## src/rtl/brfifo_pkg.sv

```systemverilog
`timescale 1ns / 1ps
`default_nettype none
// -----------------------------------------------------------------------------
// brfifo_pkg
// Shared types and constants of the byte ring FIFO.
// -----------------------------------------------------------------------------
package brfifo_pkg;

  // Default number of ring slots, one of which always stays empty
  localparam int DefaultDepth = 64;

  // Item and result field widths
  localparam int OpW    = 3;
  localparam int LenW   = 7;
  localparam int ByteW  = 8;
  localparam int CountW = 6;

  // Packed bus widths
  localparam int InDataW  = 16;
  localparam int OutDataW = 24;

  // Request codes; codes 5 to 7 are unused and get a refusal
  typedef enum logic [OpW-1:0] {
    OP_PUSH    = 3'd0,
    OP_POP     = 3'd1,
    OP_POP_ALL = 3'd2,
    OP_ADVANCE = 3'd3,
    OP_CLEAR   = 3'd4
  } op_e;

endpackage
`default_nettype wire

```

## src/rtl/byte_ring_fifo_all_or_nothing.sv

```systemverilog
`timescale 1ns / 1ps
`default_nettype none
// -----------------------------------------------------------------------------
// byte_ring_fifo_all_or_nothing
// Byte ring FIFO with all-or-nothing push runs and pops, run by a small
// sequencer around one shared wrap-around pointer adder.
// -----------------------------------------------------------------------------
// A ring of DEPTH byte slots that holds at most DEPTH-1 bytes. Each input
// request carries an operation in tuser: push byte, pop, pop all, advance write
// pointer or clear. A push run is a series of push requests whose first one
// gives the run length; the run is taken only when that length is 1..DEPTH-1
// and fits the free space, bytes are staged in free slots as they arrive, and
// the write pointer moves only once the last byte of the run is in. Any other
// request ends an open run without moving the write pointer. A pop of n bytes
// is all or nothing; pop all drains every byte held. Every result carries the
// free space left after the whole request. The block works on one request at
// a time and holds s_axis_tready low until its last result has been taken:
// push (run not ending), advance, clear and unused codes go through accept,
// evaluate and result; a push that closes an accepted run makes one more
// pass through the shared adder to move the write pointer; and a pop of n
// bytes passes each byte through the single registered memory read port and
// then through the output register. A stall on m_axis_tready holds the
// result in place. Reset and clear empty the store at once through per-slot
// valid bits, so no clearing pass is needed.
// -----------------------------------------------------------------------------
module byte_ring_fifo_all_or_nothing #(
  parameter int DEPTH = brfifo_pkg::DefaultDepth
) (
  input  wire                            clk_i,
  input  wire                            rst_ni,
  // Request side
  input  wire                            s_axis_tvalid,
  output logic                           s_axis_tready,
  // tdata: length[6:0], data_byte[14:7], zero fill [15]
  input  wire  [brfifo_pkg::InDataW-1:0] s_axis_tdata,
  // tuser: operation[2:0]
  input  wire  [brfifo_pkg::OpW-1:0]     s_axis_tuser,
  // Result side
  output logic                           m_axis_tvalid,
  input  wire                            m_axis_tready,
  // tdata: accepted[0], data_out[8:1], byte_count[14:9], free_space[20:15],
  //        zero fill [23:21]
  output logic [brfifo_pkg::OutDataW-1:0] m_axis_tdata,
  // tuser: has_byte[0]
  output logic                           m_axis_tuser,
  // tlast: last result of this request
  output logic                           m_axis_tlast
);

  localparam int PW   = $clog2(DEPTH);
  localparam int LenW = brfifo_pkg::LenW;
  localparam int CntW = brfifo_pkg::CountW;
  localparam int BW   = brfifo_pkg::ByteW;

  localparam logic [LenW-1:0] DepthL   = LenW'(DEPTH);
  localparam logic [LenW-1:0] DepthM1L = LenW'(DEPTH - 1);
  localparam logic [LenW:0]   DepthS   = (LenW + 1)'(DEPTH);

  // One-hot sequencer
  typedef enum logic [4:0] {
    S_IDLE   = 5'b00001,
    S_EVAL   = 5'b00010,
    S_COMMIT = 5'b00100,
    S_READ   = 5'b01000,
    S_EMIT   = 5'b10000
  } state_e;

  state_e state_q, state_d;

  // Latched request
  brfifo_pkg::op_e op_q;
  logic [LenW-1:0] len_q;
  logic [BW-1:0]   dat_q;

  // Ring pointers and slot valid bits
  logic [PW-1:0]    rp_q, rp_d;
  logic [PW-1:0]    wp_q, wp_d;
  logic [DEPTH-1:0] vld_q, vld_d;

  // Push run tracking
  logic            run_active_q, run_active_d;
  logic            run_ok_q, run_ok_d;
  logic [LenW-1:0] run_len_q, run_len_d;
  logic [LenW-1:0] run_off_q, run_off_d;

  // Result register and pop progress
  logic            acc_q, acc_d;
  logic            has_q, has_d;
  logic            last_q, last_d;
  logic [PW-1:0]   cnt_q, cnt_d;
  logic [PW-1:0]   target_q, target_d;
  logic [LenW-1:0] pop_free_q, pop_free_d;

  // Byte store with registered read
  logic [BW-1:0] mem_q [DEPTH];
  logic [BW-1:0] rd_q;
  logic          rd_vld_q;
  logic          mem_we;

  // Shared wrap-around adder
  logic [PW-1:0]   wa_a;
  logic [LenW-1:0] wa_b;
  logic [LenW:0]   wa_s0, wa_s1;
  logic [PW-1:0]   wa_sum;

  // Occupancy
  logic [LenW-1:0] used_s, free_s;

  // Push run view for the current request
  logic            run_new;
  logic            eff_ok;
  logic [LenW-1:0] eff_len, eff_off, off_n, span;
  logic            run_done;

  logic in_fire, out_fire;

  assign in_fire  = s_axis_tvalid && s_axis_tready;
  assign out_fire = m_axis_tvalid && m_axis_tready;

  // Bytes held, counting around the ring
  always_comb begin
    if (wp_q >= rp_q) begin
      used_s = LenW'(wp_q) - LenW'(rp_q);
    end else begin
      used_s = LenW'(wp_q) + DepthL - LenW'(rp_q);
    end
    free_s = DepthM1L - used_s;
  end

  // A run opens on the first push seen while no run is open
  assign run_new  = !run_active_q;
  assign eff_len  = run_new ? len_q : run_len_q;
  assign eff_off  = run_new ? '0 : run_off_q;
  assign eff_ok   = run_new ? ((len_q != '0) && (len_q <= DepthM1L) && (len_q <= free_s))
                            : run_ok_q;
  assign off_n    = eff_off + LenW'(1);
  assign span     = (eff_len == '0) ? LenW'(1) : eff_len;
  assign run_done = (off_n >= span);

  // Operand select for the shared adder
  always_comb begin
    wa_a = wp_q;
    wa_b = '0;
    case (state_q)
      S_EVAL: begin
        if (op_q == brfifo_pkg::OP_ADVANCE) begin
          wa_b = len_q;
        end else begin
          wa_b = eff_off;
        end
      end
      S_COMMIT: begin
        wa_b = run_len_q;
      end
      S_READ: begin
        wa_a = rp_q;
        wa_b = LenW'(1);
      end
      default: begin
        wa_b = '0;
      end
    endcase
  end

  always_comb begin
    wa_s0 = (LenW + 1)'(wa_a) + {1'b0, wa_b};
    wa_s1 = (wa_s0 >= DepthS) ? (wa_s0 - DepthS) : wa_s0;
    wa_sum = (wa_s1 >= DepthS) ? '0 : wa_s1[PW-1:0];
  end

  assign mem_we = (state_q == S_EVAL) && (op_q == brfifo_pkg::OP_PUSH) && eff_ok;

  // Sequencer
  always_comb begin
    state_d      = state_q;
    rp_d         = rp_q;
    wp_d         = wp_q;
    vld_d        = vld_q;
    run_active_d = run_active_q;
    run_ok_d     = run_ok_q;
    run_len_d    = run_len_q;
    run_off_d    = run_off_q;
    acc_d        = acc_q;
    has_d        = has_q;
    last_d       = last_q;
    cnt_d        = cnt_q;
    target_d     = target_q;
    pop_free_d   = pop_free_q;

    case (state_q)
      S_IDLE: begin
        if (in_fire) begin
          state_d = S_EVAL;
        end
      end

      S_EVAL: begin
        // Defaults: one closing result without a byte
        acc_d   = 1'b0;
        has_d   = 1'b0;
        last_d  = 1'b1;
        cnt_d   = '0;
        state_d = S_EMIT;
        if (op_q != brfifo_pkg::OP_PUSH) begin
          run_active_d = 1'b0;
        end
        case (op_q)
          brfifo_pkg::OP_PUSH: begin
            acc_d     = eff_ok;
            run_ok_d  = eff_ok;
            run_len_d = eff_len;
            run_off_d = off_n;
            if (eff_ok) begin
              vld_d[wa_sum] = 1'b1;
            end
            run_active_d = !run_done;
            if (run_done && eff_ok) begin
              state_d = S_COMMIT;
            end
          end
          brfifo_pkg::OP_POP: begin
            if ((len_q != '0) && (len_q <= DepthM1L) && (len_q <= used_s)) begin
              acc_d      = 1'b1;
              last_d     = 1'b0;
              target_d   = len_q[PW-1:0];
              pop_free_d = free_s + len_q;
              state_d    = S_READ;
            end
          end
          brfifo_pkg::OP_POP_ALL: begin
            acc_d = 1'b1;
            if (used_s != '0) begin
              last_d     = 1'b0;
              target_d   = used_s[PW-1:0];
              pop_free_d = DepthM1L;
              state_d    = S_READ;
            end
          end
          brfifo_pkg::OP_ADVANCE: begin
            if (len_q < DepthL) begin
              acc_d = 1'b1;
              wp_d  = wa_sum;
            end
          end
          brfifo_pkg::OP_CLEAR: begin
            acc_d = 1'b1;
            rp_d  = '0;
            wp_d  = '0;
            vld_d = '0;
          end
          default: begin
            acc_d = 1'b0;
          end
        endcase
      end

      S_COMMIT: begin
        // Close an accepted run: move the write pointer past it
        wp_d    = wa_sum;
        state_d = S_EMIT;
      end

      S_READ: begin
        // Fetch one byte and advance the read pointer
        rp_d    = wa_sum;
        cnt_d   = cnt_q + PW'(1);
        last_d  = ((cnt_q + PW'(1)) == target_q);
        has_d   = 1'b1;
        acc_d   = 1'b1;
        state_d = S_EMIT;
      end

      S_EMIT: begin
        if (m_axis_tready) begin
          state_d = (has_q && !last_q) ? S_READ : S_IDLE;
        end
      end

      default: begin
        state_d = S_IDLE;
      end
    endcase
  end

  always_ff @(posedge clk_i or negedge rst_ni) begin
    if (!rst_ni) begin
      state_q      <= S_IDLE;
      rp_q         <= '0;
      wp_q         <= '0;
      vld_q        <= '0;
      run_active_q <= 1'b0;
      run_ok_q     <= 1'b0;
      run_len_q    <= '0;
      run_off_q    <= '0;
      acc_q        <= 1'b0;
      has_q        <= 1'b0;
      last_q       <= 1'b0;
      cnt_q        <= '0;
      target_q     <= '0;
      pop_free_q   <= '0;
    end else begin
      state_q      <= state_d;
      rp_q         <= rp_d;
      wp_q         <= wp_d;
      vld_q        <= vld_d;
      run_active_q <= run_active_d;
      run_ok_q     <= run_ok_d;
      run_len_q    <= run_len_d;
      run_off_q    <= run_off_d;
      acc_q        <= acc_d;
      has_q        <= has_d;
      last_q       <= last_d;
      cnt_q        <= cnt_d;
      target_q     <= target_d;
      pop_free_q   <= pop_free_d;
    end
  end

  // Request latch, byte store and its registered read port
  always_ff @(posedge clk_i) begin
    if (in_fire) begin
      op_q  <= brfifo_pkg::op_e'(s_axis_tuser);
      len_q <= s_axis_tdata[LenW-1:0];
      dat_q <= s_axis_tdata[LenW+BW-1:LenW];
    end
    if (mem_we) begin
      mem_q[wa_sum] <= dat_q;
    end
    if (state_q == S_READ) begin
      rd_q     <= mem_q[rp_q];
      rd_vld_q <= vld_q[rp_q];
    end
  end

  // Ports
  logic [BW-1:0]   out_byte;
  logic [LenW-1:0] out_free;

  assign out_byte = (has_q && rd_vld_q) ? rd_q : '0;
  // Pops report the space after the whole pop; other requests are already final
  assign out_free = has_q ? pop_free_q : free_s;

  assign s_axis_tready = (state_q == S_IDLE);
  assign m_axis_tvalid = (state_q == S_EMIT);
  assign m_axis_tuser  = has_q;
  assign m_axis_tlast  = last_q;
  assign m_axis_tdata  = {3'b000, CntW'(out_free), CntW'(cnt_q), out_byte, acc_q};

`ifndef SYNTH
  a_onehot_state: assert property (@(posedge clk_i) disable iff (!rst_ni)
    $onehot(state_q))
    else $error("sequencer state not one-hot");

  a_ptr_range: assert property (@(posedge clk_i) disable iff (!rst_ni)
    (LenW'(rp_q) < DepthL) && (LenW'(wp_q) < DepthL))
    else $error("ring pointer beyond depth");

  a_no_overlap: assert property (@(posedge clk_i) disable iff (!rst_ni)
    !(s_axis_tready && m_axis_tvalid))
    else $error("new request taken while a result is pending");

  a_pop_count: assert property (@(posedge clk_i) disable iff (!rst_ni)
    (m_axis_tvalid && has_q) |-> ((cnt_q != '0) && (cnt_q <= target_q)))
    else $error("popped byte count out of range");

  a_last_ends: assert property (@(posedge clk_i) disable iff (!rst_ni)
    (out_fire && last_q) |=> (state_q == S_IDLE))
    else $error("sequencer did not return to idle after the last result");
`endif

endmodule
`default_nettype wire

```

## config.mk

```make
export PLATFORM = sky130hd
export DESIGN_NAME = byte_ring_fifo_all_or_nothing
export DESIGN_NICKNAME = d
export VERILOG_FILES = /design/src/rtl/brfifo_pkg.sv /design/src/rtl/byte_ring_fifo_all_or_nothing.sv
export SDC_FILE = /design/constraint.sdc
export NUM_CORES = 1
export LEC_CHECK = 0
export BUFFER_PORTS_ARGS = -buffer_cell sky130_fd_sc_hd__buf_2
export CAP_MARGIN = 20
export CORE_UTILIZATION = 29
export CTS_CLUSTER_SIZE = 10
export DETAILED_ROUTE_END_ITERATION = 7
export PLACE_DENSITY_LB_ADDON = 0.05
export SLEW_MARGIN = 5
export SYNTH_ARGS = -nofsm -noshare
export SYNTH_HDL_FRONTEND = slang
export SYNTH_SLANG_ARGS = --single-unit
```

## constraint.sdc

```tcl
create_clock -name clk_i -period 12.7 [get_ports clk_i]
set_input_delay 1.27 -clock clk_i [delete_from_list [all_inputs] [get_ports clk_i]]
set_output_delay 1.27 -clock clk_i [all_outputs]
set_load 0.01 [all_outputs]
```

### Word-level counts from Yosys, hierarchy flattened

Memories as Yosys holds them, arrays and structs flattened. A register that Yosys moved wholly into a read port is not among the register bits.
Index checks and enable logic that the tools add are counted.

* flip-flop bits (word level): 137
* memory bits (writable): 512
* word-level logic and storage cells: 140
* memories kept: 1
* output and inout bits: 28

* bitwise operators: 1
* equality and inequality tests: 18
* $add $sub $neg: 9
* order comparisons: 11
* reductions and logical operators: 31
* muxes and demuxes: 51

Memories
* mem_q: words 64, width 8, rd ports 1, clocked after memory_dff 1, wr ports 1, RTL line byte_ring_fifo_all_or_nothing.sv:95 `logic [BW-1:0] mem_q [DEPTH];`

Operator list (count)
* 64-bit case mux with 2 select lines: 1
* 6-bit case mux with 2 select lines: 6
* 64-bit two-way mux: 1
* 64-bit OR: 1
* 6-bit two-way mux: 9
* 7-bit two-way mux: 5
* 5-bit two-way mux: 5
* 7-bit case mux with 3 select lines: 1
* 5-bit case mux with 4 select lines: 1
* 8-bit by 7-bit >= comparator with 1-bit output (second input constant): 2
* 8-bit two-way mux: 2
* 5-bit case mux with 3 select lines: 1
* 7-bit less-or-equal comparator: 2
* 6-bit by 7-bit less-than comparator with 1-bit output (second input constant): 2
* 7-bit nonzero test: 2
* 1-bit two-way mux: 11
* 1-bit logical AND: 10
* 2-bit nonzero test: 5
* 6-bit by 7-bit adder with 8-bit output: 1
* 1-bit case mux with 2 select lines: 4
* 2-bit AND reduction: 4
* 8-bit by 7-bit subtractor with 8-bit output (second input constant): 1
* 6-bit by 7-bit adder with 7-bit output (second input constant): 1
* 7-bit by 1-bit adder with 7-bit output (second input constant): 1
* other kinds (33): 42

### Longest topological paths before layout

Gate-level depths: netlist of the first run.

* depth after elaboration: 15
* depth in mapped cells: 22
* gate-level depth less buffers: 19

### Worst setup path after synthesis of the first run

Ideal clock, no wire load.

* path type: register -> register
* start point: register state_q[0]
* end point: memory mem_q[25][0] in the netlist's numbering, enable pin
* clock period less this slack: 5.348 ns
* setup slack: 7.352 ns
* path buffers: 3
* required time: 12.305 ns
* stages on the path, launching flop included: 22
* arrival time: 4.954 ns
* library setup time: 0.395 ns
* cells stage by stage: dfstp_2 nor2_1 nand3_1 clkinv_1 buf_1 a21oi_1 o21ai_0 ha_1 fa_1 a211oi_1 nor3b_1 nor2_1 nor2_1 nor2_1 xnor2_1 ha_1 a21boi_0 a221o_1 and2_1 clkbuf_1 clkbuf_1 nor4_1

* word-level cells in the longest chain between the ends: 7

Ends and longest elaborated chain
* start: declaration: RTL line byte_ring_fifo_all_or_nothing.sv:68 `state_e state_q, state_d;`
* start signal: assignment: RTL line byte_ring_fifo_all_or_nothing.sv:302 `state_q <= state_d;`
* 5-bit by 4-bit == test with 1-bit output (tied with other cells): RTL line byte_ring_fifo_all_or_nothing.sv:144 `case (state_q)`
* 7-bit case mux with 3 select lines / 6-bit two-way mux (equally long branches): RTL line byte_ring_fifo_all_or_nothing.sv:144
* 6-bit by 7-bit adder with 8-bit output: RTL line byte_ring_fifo_all_or_nothing.sv:166 `wa_s0 = (LenW + 1)'(wa_a) + {1'b0, wa_b};`
* 8-bit by 7-bit subtractor with 8-bit output / 8-bit by 7-bit >= comparator with 1-bit output (equally long branches): RTL line byte_ring_fifo_all_or_nothing.sv:167 `wa_s1 = (wa_s0 >= DepthS) ? (wa_s0 - DepthS) : wa_s0;`
* 8-bit two-way mux: RTL line byte_ring_fifo_all_or_nothing.sv:167
* 8-bit by 7-bit >= comparator with 1-bit output: RTL line byte_ring_fifo_all_or_nothing.sv:168 `wa_sum = (wa_s1 >= DepthS) ? '0 : wa_s1[PW-1:0];`
* 6-bit two-way mux: RTL line byte_ring_fifo_all_or_nothing.sv:168
* end: declaration: RTL line byte_ring_fifo_all_or_nothing.sv:95

Parallel ways exist; a longest one is shown, timed or not.

### Worst setup path in the final report of the first run

* start point: register state_q[0]
* end point: memory mem_q[38][0] in the netlist's numbering, enable pin

The elaborated chain is that of the path after synthesis.

==> flow_summary.toml, run 1 <==
[outcome]
status = "completed"

[sta]
rsz0062_at_grt = "false"
min_period_ns = 6.67
final.period_utilization = 0.525
hold_ws_ns = 0.478
relSlewSlack = 0.224
setup-tns-final_ns = 0
hold_viol = 0
clock.fmax_ghz = 0.150
setup_viol = 0
tightestPinTransition_ns = 1.15
maxSlewViolCount = 0
skew_ns = 0.0287

[worst_setup_path]
rr_endpoint = "mem_q[38][0]"
rr_startpoint = "state_q[0]"
end_kind = "flip-flop"
crit_type = "flip-flop to flip-flop"
worst-path-max-fanout = 21
cp.required_ns = 12.95
worst-r2r-setup-slack_ns = 6.03
reg2regPathDepth = 21
cp.arrival_ns = 6.93
critPathLaunchType = "flip-flop"

[route]
drt_drc_violations_left = 0
dr_wl_met2_mm = 38.6
wl_per_cell_um = 26.3
vias = 15200
drt-total-wl_mm = 79.6
first_iter_violations = 1122
firstDrtPassIters = 5
via_per_inst = 5.01
dr_wl_met3_mm = 3.27
route.antenna.remaining_nets = 0
top_layer = "met4"
wl_met1_mm = 36.0

[clock_network]
h-tree-depth = 3
cts.sinks = 657
hold_buffers = 0
clk_pin_slew_ns = 0.06
clk-insertion-delay-late_ns = 0.65
post-cts-setup-buffer-count = 0
clock_path_buffers = 3
cts_buffers = 81
cts_tree = "yes"
ctsResizeCount = 0
root_buffer = "clkbuf_16"

[floorplanning]
coreArea_um2 = 95300
start_util = 0.294
num_rows = 113
io_pins = 51
dieArea_um2 = 97800
chipHeight_um = 313
die_x_um = 313

[power]
p_total_w = 0.00499
power_density_nw_per_um2 = 154
cellLeakagePower_nw = 10.9
peakVddDrop_v = 0.0000992

[finish]
finalNetCount = 1780
syn2layout_area_growth_pct = 16.2
drive_above_1_share = 0.257

[grt]
antenna_found_initial = 0
track_usage = 0.164
grt.overflow.total = 0
grt_pass1_wl_mm = 116
grt_max_degree = 92
grt_pass1_vias = 15900

[synth]
yosysMostFrequentCell = "edfxtp_1"
synth-main-ff-cell = "edfxtp_1"
ys_top_cells_by_count = "edfxtp_1, mux4_2, dfrtp_1"
yosysWarnings = 0
netlist_area_um2 = 28000
ys_top_cells_by_area = "edfxtp_1, mux4_2, dfrtp_1, ha_1, a22o_1"
postSynthCellCount = 1605
synth_seq_area_share = 0.684
async_flop_share = 0.180
synth_enable_flop_cells = 539
yosys.cell_types.count = 70
netlist.top_cell.by_area = "edfxtp_1"
synth_area_per_cell_um2 = 17.4
synth_top_area_share = 0.578
synth-seq-cells = 657

[hold_path]
hp-class = "flip-flop to flip-flop"
hold_path_depth = 1
hp-start = "run_ok_q"
min_to = "run_ok_q"

[place]
gp_congestion = 0.780
io_buffers = 46
dp_hpwl_mm = 49.8

[job]
maxCapViolCount = 0
## placed cells by master, fill, tap and decap left out, types with 21 or more instances in the layout
cell and instances:
edfxtp_1 539, mux4_2 180, dfrtp_1 114, nand2_1 94
clkbuf_16 83, buf_4 70, nor2_1 62, o21ai_0 56
buf_2 46, a22o_1 44, ha_1 38, nor3_1 32
inv_1 27, clkbuf_1 27, a21oi_1 26, a22oi_1 21
## worst max path at each step
stage,start,endpoint,cells past startpoint,slack (ns)
finish,state_q[0],mem_q[38][0],21,6.03
global route,state_q[0],mem_q[62][7],21,5.49
CTS,state_q[0],mem_q[22][1],21,5.92
detailed placement,state_q[0],mem_q[62][3],21,5.95
global placement,state_q[0],mem_q[45][5],22,5.93
floorplan,state_q[0],mem_q[25][0],21,7.35
## critical path, cell delays in order (launching register included)
cell	delay [ns]
dfstp_2	0.58
nor2_1	0.08
nand3_1	0.08
buf_4	0.26
clkinv_1	0.21
buf_4	0.27
a21oi_1	0.14
o21ai_0	0.12
ha_1	0.26
fa_1	0.49
a211oi_1	0.35
nor3b_1	0.17
nor2_1	0.11
nor2_1	0.05
nor2_1	0.12
xnor2_1	0.13
ha_1	0.21
buf_4	0.21
nor2b_1	0.24
nand2b_1	0.55
a211o_1	0.80
nor2_1	0.80
## layer usage
layer	vias up	track usage
met5	-	0
met4	0	0.0492
met1	8033	0.225
li1	6739	-
met3	96	0.0271
met2	327	0.268
## registers in the layout, summed over array words and instances, names as in the netlist, 7 cells and up
| signal | count |
|---|---|
| rd_q | 8 |
| run_off_q | 7 |
| dat_q | 8 |
| len_q | 7 |
| run_len_q | 7 |
| vld_q | 64 |
| mem_q | 512 |
## cell families after synthesis
| family | after synthesis | share of synthesized area |
|---|---|---|
| buf+inv | 123 | 0.0173 |
| fa+ha+maj | 41 | 0.0191 |
| xor+xnor | 25 | 0.00782 |
| simple gates | 330 | 0.0594 |
| flops | 657 | 0.684 |
| mux | 201 | 0.153 |
| compound gates | 227 | 0.0595 |
| other cells | 1 | 0.000134 |
## report_power, final
group	total (W)	switching, W	internal, W
clock network	0.00211	0.000888	0.00122
registers	0.00251	0.0000456	0.00247
logic	0.000374	0.000273	0.000101
total	0.00499	0.00121	0.00379
## cell type report
| cell class | count | area (µm²) |
|---|---|---|
| fillers | 9089 | 62800 |
| clock buffers | 111 | 2190 |
| clock inverters | 20 | 159 |
| diodes | 1 | 2.50 |
| inverters | 30 | 113 |
| well taps | 1265 | 1580 |
| multi-input cells | 827 | 8520 |
| repair buffers | 119 | 791 |
| flip-flops and latches | 657 | 19100 |
## per-stage QoR
step / util / setup WS (ns) / area, µm² / instances
3_5_place_dp: 0.316 / 5.95 / 30100 / 2895
5_1_grt: 0.341 / 5.49 / 32500 / 3029
2_1_floorplan: - / 7.35 / 28000 / 1607
4_1_cts: 0.341 / 5.92 / 32500 / 3026
6_report: 0.341 / 6.03 / 32500 / 3030
3_3_place_gp: 0.316 / 5.93 / 30100 / 2889
Note: power is estimated with default switching activity, not from simulation.
==> run 2, diff against run 1 <==
- ABC_AREA: unset -> 1
- clock period: 12.7 -> 5.7 ns (I/O delays scaled with it)
==> run 2 against run 1 <==
Sequential share of layout area shrank 0.34 points. Register-to-register slack worse by 5.6 ns. Via count rose by 27%. Design area increased by 0.58%. Clock skew down 0.011 ns. Routed wire length grew 10%. Hold slack worse by 0.36 ns. Cell count rose by 29%. Die area up 1.3%. First-iteration DRC count increased by 26%. Clock power up 130%. Maximum frequency rose by 27%. Highest routed layer is now met5.
==> flow_summary.toml, run 2 <==
[outcome]
status = "completed"

[route]
vias = 19300
drt_drc_violations_left = 0
wl_per_cell_um = 22.4
firstDrtPassIters = 5
via_per_inst = 4.93
drt-total-wl_mm = 87.6
route.antenna.remaining_nets = 0
first_iter_violations = 1413

[place]
dpl-instance-area_um2 = 30300
dp_hpwl_mm = 52.0
io_buffers = 46
gp_congestion = 0.774

[power]
pwr-share-comb = 0.211
cellLeakagePower_nw = 12.0
switching_share = 0.311
p_total_w = 0.0136
clkPwrFrac = 0.352
pwr-share-seq = 0.436
p_switching_w = 0.00423
power_density_nw_per_um2 = 417
p_int_w = 0.00939
peakVddDrop_v = 0.000288

[worst_setup_path]
rr_endpoint = "mem_q[13][0]"
crit_buf_inv = 3
cp.arrival_ns = 5.53
crit_path_max_incr_delay_ns = 0.53
critPathLaunchType = "flip-flop"
worst-path-max-fanout = 8
cp.required_ns = 5.98
end_kind = "flip-flop"
worst-r2r-setup-slack_ns = 0.45
crit_type = "flip-flop to flip-flop"
critical_path.top_delay_family = "simple AND/OR/NAND/NOR gates"
rr_startpoint = "state_q[0]"
reg2regPathDepth = 25
critPathSlowestCell = "dfstp_2"

[clock_network]
post-cts-setup-buffer-count = 0
clock_path_buffers = 3
root_buffer = "clkbuf_16"
cts_buffers = 82
cts.sinks = 657
clk-insertion-delay-late_ns = 0.63
cts_tree = "yes"
h-tree-depth = 3
clk_pin_slew_ns = 0.05

[floorplanning]
chipHeight_um = 315
dieArea_um2 = 99000
io_pins = 51
start_util = 0.293
num_rows = 114
die_x_um = 315
coreArea_um2 = 96700

[synth]
synth_area_per_cell_um2 = 11.3
synth_seq_area_share = 0.675
synth-main-ff-cell = "edfxtp_1"
synth_top_area_share = 0.571
yosys.cell_types.count = 55
netlist.top_cell.by_area = "edfxtp_1"
ys_top_cells_by_area = "edfxtp_1, dfrtp_1, o21ai_0, nor2_1, o22ai_1"
postSynthCellCount = 2518
netlist_area_um2 = 28400
async_flop_share = 0.180
yosysMostFrequentCell = "edfxtp_1"
synth-seq-cells = 657
ys_top_cells_by_count = "edfxtp_1, nor2_1, o21ai_0"
synth_enable_flop_cells = 539
yosysWarnings = 0

[sta]
tightestPinTransition_ns = 1.03
clock.fmax_ghz = 0.190
rsz0062_at_grt = "false"
setup_viol = 0
hold_viol = 0
final.period_utilization = 0.921
relSlewSlack = 0.308
min_period_ns = 5.25
setup-tns-final_ns = 0
skew_ns = 0.0174
maxSlewViolCount = 0

[finish]
finalNetCount = 2648
num-fill-cells = 9738
diodes = 0
final_area_um2 = 32700
final_cell_mix = "edfxtp_1, nor2_1, o21ai_0"
final_core_util = 0.338
regMostFlops = "mem_q"
largest_reg_flops = 512
drive_above_1_share = 0.110
syn2layout_area_growth_pct = 15.3
top_regs = "mem_q x512, vld_q x64"
final_common_cell = "edfxtp_1"

[hold_path]
hold_path_depth = 1
hp-class = "input pin to flip-flop"
min_to = "dat_q[2]"
hp-start = "s_axis_tdata[9]"

[grt]
antenna_found_initial = 4
grt_pass1_vias = 19200
grt_pass1_wl_mm = 129
grt_max_degree = 170
grt.overflow.total = 0
track_usage = 0.177

[job]
maxCapViolCount = 0
==> run 2: cell type report <==
class,count,area (µm²),area share
clock inverter,20,143,0.00436
sequential,657,19100,0.586
clock buffer,119,2260,0.0693
inverter,171,652,0.0199
tap,1276,1600,0.0488
multi-input combinational,1546,8010,0.245
timing repair buffer,126,890,0.0272
==> run 2: kinds of logic (layout without fill, tap and decap cells) <==
| family | after synthesis | in the layout | share of synthesized area |
|---|---|---|---|
| AOI/OAI and AO/OA | 737 | 737 | 0.144 |
| adders and majority gates | 41 | 41 | 0.0189 |
| DFF | 657 | 657 | 0.675 |
| xor gates and xnor gates | 18 | 18 | 0.00583 |
| buffers and inverters | 317 | 436 | 0.0434 |
| other | 1 | 3 | 0.000132 |
| and+or+nand+nor | 747 | 747 | 0.112 |
==> run 2: power groups by stage <==
stage / registers [W] / clock network (W) / logic [W]
after floorplan: 0.00619 / 0 / 0.00163
after global placement: 0.00604 / 0 / 0.00293
after detailed placement: 0.00604 / 0 / 0.00294
after CTS: 0.00594 / 0.00494 / 0.00294
after global routing: 0.00596 / 0.00511 / 0.00326
final: 0.00594 / 0.00480 / 0.00288
==> run 2: repair_timing <==
action | in CTS | in global routing
gates resized for setup | 0 | 0
hold endpoints to repair | 47 | 0
hold buffers | 1 | 0
==> run 2: worst max path at each step <==
stage | from | end | slack [ns] | cells after the start
floorplan | state_q[1] | mem_q[56][0] | 0.73 | 25
global placement | state_q[0] | mem_q[13][0] | 0.56 | 25
detailed placement | state_q[0] | mem_q[25][3] | 0.42 | 25
CTS | state_q[0] | mem_q[25][5] | 0.40 | 25
global route | state_q[0] | mem_q[29][5] | 0.03 | 25
finish | state_q[0] | mem_q[13][0] | 0.45 | 25
==> run 2: stage by stage <==
stage / setup WS [ns] / cells / hold slack [ns]
floorplan: 0.731 / 2520 / 0.274
global placement: 0.562 / 3775 / 0.461
detailed placement: 0.420 / 3775 / 0.468
CTS: 0.401 / 3915 / 0.0647
global route: 0.0261 / 3915 / 0.0738
finish: 0.450 / 3915 / 0.114
==> run 2: per-layer routing <==
metal | routed length, µm | vias to the layer above | global-route usage
li1 | - | 9109 | -
met1 | 41700 | 9746 | 0.246
met2 | 41100 | 311 | 0.287
met3 | 2720 | 136 | 0.0253
met4 | 2090 | 2 | 0.0484
met5 | 9 | - | 0
